===== src/sv/assert_macros.svh =====
// Assertion macros shared by the heap RTL.
// Included by the top level; no other dependencies.
`ifndef ASSERT_MACROS_SVH
`define ASSERT_MACROS_SVH
// Check that a implies b on the same edge.
`define ASSERT_IMP(label, clk, rst, a, b) \
  label: assert property (@(posedge clk) disable iff (rst) (a) |-> (b)) \
    else $error("assertion failed");
// Check that a implies b on the next edge.
`define ASSERT_NEXT(label, clk, rst, a, b) \
  label: assert property (@(posedge clk) disable iff (rst) (a) |=> (b)) \
    else $error("assertion failed");
`endif


===== src/sv/ibh_pkg.sv =====
// Package for the indexed binary heap: widths, status and kind codes, states.
// No dependencies.
`default_nettype none
package ibh_pkg;
  localparam int MaxIdsDefault = 1024;
  localparam int IdW  = 10;
  localparam int KeyW = 32;
  localparam int CntW = 11;

  typedef enum logic [1:0] {
    KIND_PUSH = 2'd0, KIND_POP = 2'd1, KIND_CHANGE = 2'd2, KIND_QUERY = 2'd3
  } kind_t;

  typedef enum logic [1:0] {
    ST_OK = 2'd0, ST_DUP = 2'd1, ST_EMPTY = 2'd2, ST_ABSENT = 2'd3
  } status_t;

  typedef enum logic [4:0] {
    S_CLEAR, S_IDLE, S_CHK, S_UP, S_UP1, S_UP2, S_DN, S_DN1, S_DN2, S_DN3,
    S_DN4, S_POP1, S_POP2, S_POP3, S_TOP, S_TOP1, S_TOP2
  } state_t;
endpackage
`default_nettype wire


===== src/sv/ibh_cmp.sv =====
// Shared key comparator of the heap: strict rank test under the ordering mode.
// Depends on ibh_pkg.
`default_nettype none
module ibh_cmp import ibh_pkg::*; (
  input  wire logic                   largest_first,
  input  wire logic signed [KeyW-1:0] key_a,
  input  wire logic signed [KeyW-1:0] key_b,
  output logic                        above
);
  // a ranks strictly above b
  assign above = largest_first ? (key_a > key_b) : (key_a < key_b);
endmodule
`default_nettype wire


===== config.mk =====
export PLATFORM = sky130hd
export DESIGN_NAME = ibh_cmp
export DESIGN_NICKNAME = d
export VERILOG_FILES = /design/src/sv/assert_macros.svh /design/src/sv/ibh_pkg.sv /design/src/sv/ibh_cmp.sv
export SDC_FILE = /design/constraint.sdc
export NUM_CORES = 1
export LEC_CHECK = 0
export BUFFER_PORTS_ARGS = -buffer_cell sky130_fd_sc_hd__buf_2
export CAP_MARGIN = 20
export CORE_MARGIN = 1
export CORE_UTILIZATION = 42
export DETAILED_ROUTE_END_ITERATION = 6
export PLACE_DENSITY = 0.85
export RECOVER_POWER = 100
export SETUP_SLACK_MARGIN = 0.15
export SLEW_MARGIN = 40
export SYNTH_ARGS = -nofsm -noshare
export SYNTH_HDL_FRONTEND = slang
export SYNTH_SLANG_ARGS = --single-unit

===== constraint.sdc =====
create_clock -name vclk -period 2.33
set_input_delay 0.3495 -clock vclk [all_inputs]
set_output_delay 0.3495 -clock vclk [all_outputs]
set_load 0.005 [all_outputs]

======== Word-level counts from Yosys, hierarchy flattened ========
Cells that the tools add are included.
word-level totals
  register bits after elaboration ......... 0
  bits of input ports ..................... 65
  output and inout bits ................... 1
  word-level logic and storage cells ...... 3
operators by class
  magnitude comparators ................... 2
  multiplexer cells ....................... 1
operator list
  cell          count
  $gt 32x32->1  1
  $lt 32x32->1  1
  $mux 1        1

======== Depth between registers and ports, before layout ========
Gate-level depths: netlist of the first run.
  depth after elaboration ................. 2
  mapped depth ............................ 8
  mapped depth without buffers ............ 8

======== Worst setup path after synthesis of the first run ========
OpenSTA, ideal clock, no wires.
  kind .................................... input port to output port
  start point ............................. input port key_b[14]
  end point ............................... output port above
  data arrival time ....................... 1843 ps
  data required time ...................... 1980 ps
  path slack .............................. 138 ps
  stages on the path ...................... 8
  buffers on the path ..................... 0
  cell sequence ........................... inv_1 -> ha_1 -> a21oi_2 -> nand2_1 -> a221o_1 -> a211o_1 -> a21oi_2 -> mux2_1
between the ends
  word-level cells in the longest chain between the ends .. 2
  elaborated cells between the ends (all ways) .. 3
  classes of those cells .................. order compare: 2; mux: 1
ends and longest elaborated chain
  element                                              line           RTL
  start: declaration                                   ibh_cmp.sv:7   input wire logic signed [KeyW-1:0] key_b,
  $lt 32x32->1 / $gt 32x32->1 (equally long branches)  ibh_cmp.sv:11  assign above = largest_first ? (key_a > key_b) : (key_a < key_b);
  $mux 1 *                                             ibh_cmp.sv:11
  end: declaration                                     ibh_cmp.sv:8   output logic above
Every way passes the cells marked *; elsewhere a longest branch is shown, timed or not.

======== Worst setup path in the final report of the first run ========
  start point ............................. input port key_b[13]
  end point ............................... output port above
Same word-level chain as after synthesis.

==> flow_summary.json, run 1 <==
{
  "drt-initial-drc-count": 4,
  "path_cells": "buf_2 > inv_2 > ha_4 > nand3_1 > nand2_1 > a221o_1 > a211o_1 > a21oi_2 > mux2_4 > buf_6",
  "wl_um": 2320,
  "violations": "negative setup slack",
  "die_x_um": 46.6,
  "intPower_uw": 134,
  "detail_route.wl_per_cell_um": 10.8,
  "setup_viol": 1,
  "numPortBuffers": 66,
  "cp_slowest_cell": "a221o_1",
  "holdWs_ns": 1.25,
  "grt_pass1_vias": 984,
  "layout-drive-gt1-share_pct": 50.0,
  "pre_cts_slack_ns": -0.138,
  "final-hold-violation-count": 0,
  "core_area_um2": 1800,
  "p_leak_nw": 0.829,
  "power_frac_clock_pct": 0,
  "synth-warning-count": 0,
  "avgSynthCellArea_um2": 7.07,
  "die_h_um": 46.6,
  "num_antenna_cells": 0,
  "period_needed_ns": 2.38,
  "cts_hold_buf": 0,
  "vias": 1039,
  "p_sw_share_pct": 44.3,
  "drtPass1Iterations": 2,
  "netlist_instances": 118,
  "critPathArrivalTime_ns": 2.03,
  "ant_nets": 0,
  "max_clock_freq_mhz": 421,
  "nNetsFinal": 289,
  "num_io_pins": 66,
  "grt_pass1_wl_um": 3480,
  "holdPathStages": 4,
  "seqCellArea_um2": 0,
  "gp_routability_congestion": 0.713,
  "grt_max_degree": 4,
  "required_ns": 1.98,
  "critical_path_class": "in -> out",
  "status": "complete, but fails checks",
  "finalWorstSetupSlack_ns": -0.0461,
  "p_seq_share_pct": 0,
  "slew_viol_final": 0,
  "track_usage_pct": 21.1,
  "final_design_area_no_fill_um2": 1390,
  "dp_hpwl_um": 1950,
  "start_util_pct": 46.3,
  "remaining_drc_errors": 0,
  "period_share_pct": 102,
  "vdd_ir_drop_max_v": 0.000128,
  "min_path_type": "in -> out",
  "hp-start": "largest_first",
  "crit_fanout": 2,
  "synth_area_um2": 835,
  "powerDensity_nw_per_um2": 173,
  "antenna_found_initial": 0,
  "synth-seq-area-share_pct": 0,
  "final.setup.tns_ns": -0.0461,
  "cp-start-kind": "primary input",
  "dpl_cell_area_um2": 1260,
  "ys_types": 20,
  "slew_headroom_pct": 82.4,
  "max_cap_violations": 0,
  "grt_overflow_total": 0,
  "max_stage_delay_ns": 0.34,
  "synth_nets": 215,
  "die_area_um2": 2170,
  "pwr-share-comb_pct": 100.0,
  "clock_buffers": 0,
  "tightest_slew_ns": 0.262,
  "seq_cells": 0,
  "p_sw_uw": 106,
  "syn2layout_area_growth_pct": 66.1,
  "via_per_inst": 4.83,
  "endpoint_kind": "primary output",
  "min_to": "above",
  "std_cell_rows": 15,
  "rsz0062_at_grt": "yes"
}
-- placed cells by master, fill, tap and decap left out, types with 2 or more instances in the layout --
cell     synthesis  final
nor2_1           2      2
nand2_1          9      9
inv_1           34     27
a21o_1           3      3
nand3_1          2      2
a21oi_2          2      4
o21ai_0          4      3
buf_6            0      3
buf_4            0      6
ha_1            32     23
buf_2            0     63
ha_4             0      9
inv_2            0      6
nand4_1          6      6
a21oi_1         14     12
-- metal layers --
metal,GRT usage (%),vias up,part of all wire (%)
met4,0,0,0
met1,20.5,451,36
met5,0,-,0
li1,-,552,-
met3,1.18,0,4.9
met2,48.1,36,59
-- power groups by stage --
stage	Combinational (mW)	Sequential, mW	Clock [mW]
6_report	0.240	0	0
5_1_grt	0.276	0	0
4_1_cts	0.230	0	0
3_5_place_dp	0.206	0	0
3_3_place_gp	0.195	0	0
2_1_floorplan	0.115	0	0
-- Yosys cell counts --
master | instances | area, um2
a211o_1 | 1 | 8.76
a21o_1 | 3 | 22.5
a21oi_1 | 14 | 70.1
a21oi_2 | 2 | 17.5
a221o_1 | 1 | 10.0
a41oi_1 | 1 | 8.76
ha_1 | 32 | 400
inv_1 | 34 | 128
mux2_1 | 1 | 11.3
nand2_1 | 9 | 33.8
nand3_1 | 2 | 10.0
nand4_1 | 6 | 37.5
nor2_1 | 2 | 7.51
nor3_1 | 1 | 5.00
nor4_1 | 1 | 6.26
nor4_2 | 1 | 12.5
o211ai_1 | 1 | 7.51
o21ai_0 | 4 | 20.0
o21ai_2 | 1 | 8.76
xor2_1 | 1 | 8.76
-- cells by family (layout without fill, tap and decap cells) --
family | count (synthesis) | after routing | share of synthesized area, %
mux | 1 | 1 | 1.35
xor+xnor | 1 | 1 | 1.05
compound gates | 28 | 28 | 20.8
fa+ha+maj | 32 | 32 | 48.0
buf+inv | 34 | 106 | 15.3
simple gates | 22 | 22 | 13.5
-- metrics by stage --
step | util, % | std cells | power, mW
detailed placement | 69.8 | 215 | 0.206
global route | 76.9 | 215 | 0.276
finish | 76.9 | 215 | 0.240
global placement | 69.8 | 215 | 0.195
CTS | 74.5 | 215 | 0.230
floorplan | - | 118 | 0.115
-- final cells by class --
class              count  area, um2
fillers              146        415
inverters             34        130
multi-input cells     84        831
well taps             25       31.3
repair buffers        72        394
-- critical path, delay by kind of cell --
family                   cells  cell delay (ns)
AO/OA/AOI/OAI                3             0.72
adder cells (fa/ha/maj)      1             0.20
buffers and inverters        3             0.30
multiplexers                 1             0.31
AND/OR/NAND/NOR              2             0.14
-- repair_timing --
| item | in CTS | in global routing |
|---|---|---|
| cloned | 0 | 0 |
| endpoints found under the setup margin | 1 | 1 |
| pin swaps | 14 | 8 |
| resized for setup | 16 | 6 |
| buffers inserted | 0 | 0 |
-- how the worst max path moves through the flow --
stage	from	slack [ns]	to
5_1_grt	key_a[5]	-0.17	above
6_report	key_b[13]	-0.05	above
3_5_place_dp	key_a[7]	-0.14	above
4_1_cts	key_b[14]	-0.12	above
3_3_place_gp	key_a[7]	-0.08	above
2_1_floorplan	key_b[13]	0.16	above
Power figures use the tool's default switching activity.
==> run 2: changes to the inputs <==
--- a/config.mk
+++ b/config.mk
@@ -8,9 +8,9 @@
 export BUFFER_PORTS_ARGS = -buffer_cell sky130_fd_sc_hd__buf_2
 export CAP_MARGIN = 20
 export CORE_MARGIN = 1
-export CORE_UTILIZATION = 42
+export CORE_UTILIZATION = 38
 export DETAILED_ROUTE_END_ITERATION = 6
-export PLACE_DENSITY = 0.85
+export PLACE_DENSITY = 0.81
 export RECOVER_POWER = 100
 export SETUP_SLACK_MARGIN = 0.15
 export SLEW_MARGIN = 40
==> constraint.sdc (replaced) <==
create_clock -name vclk -period 2.1
set_input_delay 0.315 -clock vclk [all_inputs]
set_output_delay 0.315 -clock vclk [all_outputs]
set_load 0.005 [all_outputs]
==> flow_summary.json, run 2 (synthesis gave the netlist of run 1 again) <==
{
  "status": "complete, but fails checks",
  "violations": "negative setup slack",
  "layout-drive-gt1-share_pct": 53.4,
  "endpoint_kind": "primary output",
  "slew_viol_final": 0,
  "num_antenna_cells": 0,
  "clock_buffers": 0,
  "min_path_type": "in -> out",
  "core_area_um2": 2020,
  "num_io_pins": 66,
  "max_cap_violations": 0,
  "final_util_pct": 70.7,
  "die_h_um": 48.9,
  "grt_pass1_wl_um": 3940,
  "die_area_um2": 2390,
  "track_usage_pct": 19.6,
  "powerDensity_nw_per_um2": 190,
  "tightest_slew_ns": 0.260,
  "cp-start-kind": "primary input",
  "seqCellArea_um2": 0,
  "period_share_pct": 111,
  "drt-initial-drc-count": 5,
  "final_cell_mix": "buf_2, inv_1, ha_1",
  "nNetsFinal": 290,
  "hp-start": "largest_first",
  "critical_path_class": "in -> out",
  "holdWs_ns": 1.16,
  "max_clock_freq_mhz": 429,
  "multi_input_area_um2": 856,
  "postCtsSetupBuffers": 0,
  "period_needed_ns": 2.33,
  "required_ns": 1.78,
  "fillCellCount": 169,
  "setup_viol": 1,
  "finalWorstSetupSlack_ns": -0.230,
  "start_util_pct": 41.3,
  "holdPathStages": 4,
  "via_per_inst": 4.79,
  "final_common_cell": "buf_2",
  "final-hold-violation-count": 0,
  "gp_routability_congestion": 0.756,
  "seq_cells": 0,
  "min_to": "above",
  "numPortBuffers": 66,
  "die_x_um": 48.9,
  "drtPass1Iterations": 4,
  "remaining_drc_errors": 0,
  "std_cell_rows": 16,
  "wl_um": 2230,
  "rsz0062_at_grt": "yes",
  "crit_fanout": 2,
  "vias": 1045,
  "grt_max_degree": 4,
  "syn2layout_area_growth_pct": 71.2,
  "ant_nets": 0,
  "dp_hpwl_um": 2090,
  "critPathArrivalTime_ns": 2.02,
  "detail_route.wl_per_cell_um": 10.2,
  "p_leak_nw": 0.830,
  "grt_overflow_total": 0,
  "vdd_ir_drop_max_v": 0.000126,
  "grt_pass1_vias": 1039,
  "antenna_found_initial": 0,
  "slew_headroom_pct": 82.5
}
-- run 2: layout make-up --
cell class	instances	share of cell area (%)
tap	27	2.36
timing repair buffer	73	28.1
inverter	34	9.63
multi-input combinational	84	59.9
-- run 2: what timing repair did --
item                       in CTS  in global routing
gates resized for setup         4                  0
pin swaps                       6                  0
setup endpoints to repair       1                  1
hold buffers                    0                  0
-- run 2: report_power, final --
| group | switching (mW) | internal, mW | leakage [nW] |
|---|---|---|---|
| Sequential | 0 | 0 | 0 |
| Combinational | 0.120 | 0.152 | 0.830 |
| Clock | 0 | 0 | 0 |
| Total | 0.120 | 0.152 | 0.830 |
-- run 2: worst max path at each step --
| stage | start | cells past startpoint | endpoint | slack, ns |
|---|---|---|---|---|
| 3_5_place_dp | key_b[5] | 10 | above | -0.31 |
| 6_report | key_b[9] | 10 | above | -0.23 |
| 2_1_floorplan | key_b[14] | 8 | above | 0.03 |
| 3_3_place_gp | key_b[5] | 10 | above | -0.25 |
| 4_1_cts | key_b[11] | 10 | above | -0.23 |
| 5_1_grt | key_b[14] | 10 | above | -0.28 |
-- run 2: critical path: stages --
cell	delay, ns
buf_2	0.10
inv_2	0.06
ha_4	0.20
nand4_1	0.13
nor2_1	0.07
a221o_1	0.33
a211o_1	0.24
a21oi_2	0.14
mux2_4	0.31
buf_6	0.12
-- run 2: metrics by stage --
step	setup WS [ns]	cell area [um2]	power [mW]	TNS (ns)	std cells
2_1_floorplan	0.0300	993	0.149	0	118
3_3_place_gp	-0.254	1410	0.250	-0.254	218
3_5_place_dp	-0.305	1410	0.265	-0.305	218
4_1_cts	-0.226	1430	0.274	-0.226	218
5_1_grt	-0.279	1430	0.309	-0.279	218
6_report	-0.230	1430	0.271	-0.230	218
-- run 2: metal layers --
| metal | part of all wire (%) | routed length, um | track usage [%] |
|---|---|---|---|
| met1 | 38 | 850 | 20.9 |
| met2 | 56 | 1250 | 41.7 |
| met3 | 5.0 | 111 | 0.935 |
| met4 | 0.76 | 17 | 2.45 |
| met5 | 0 | 0 | 0 |
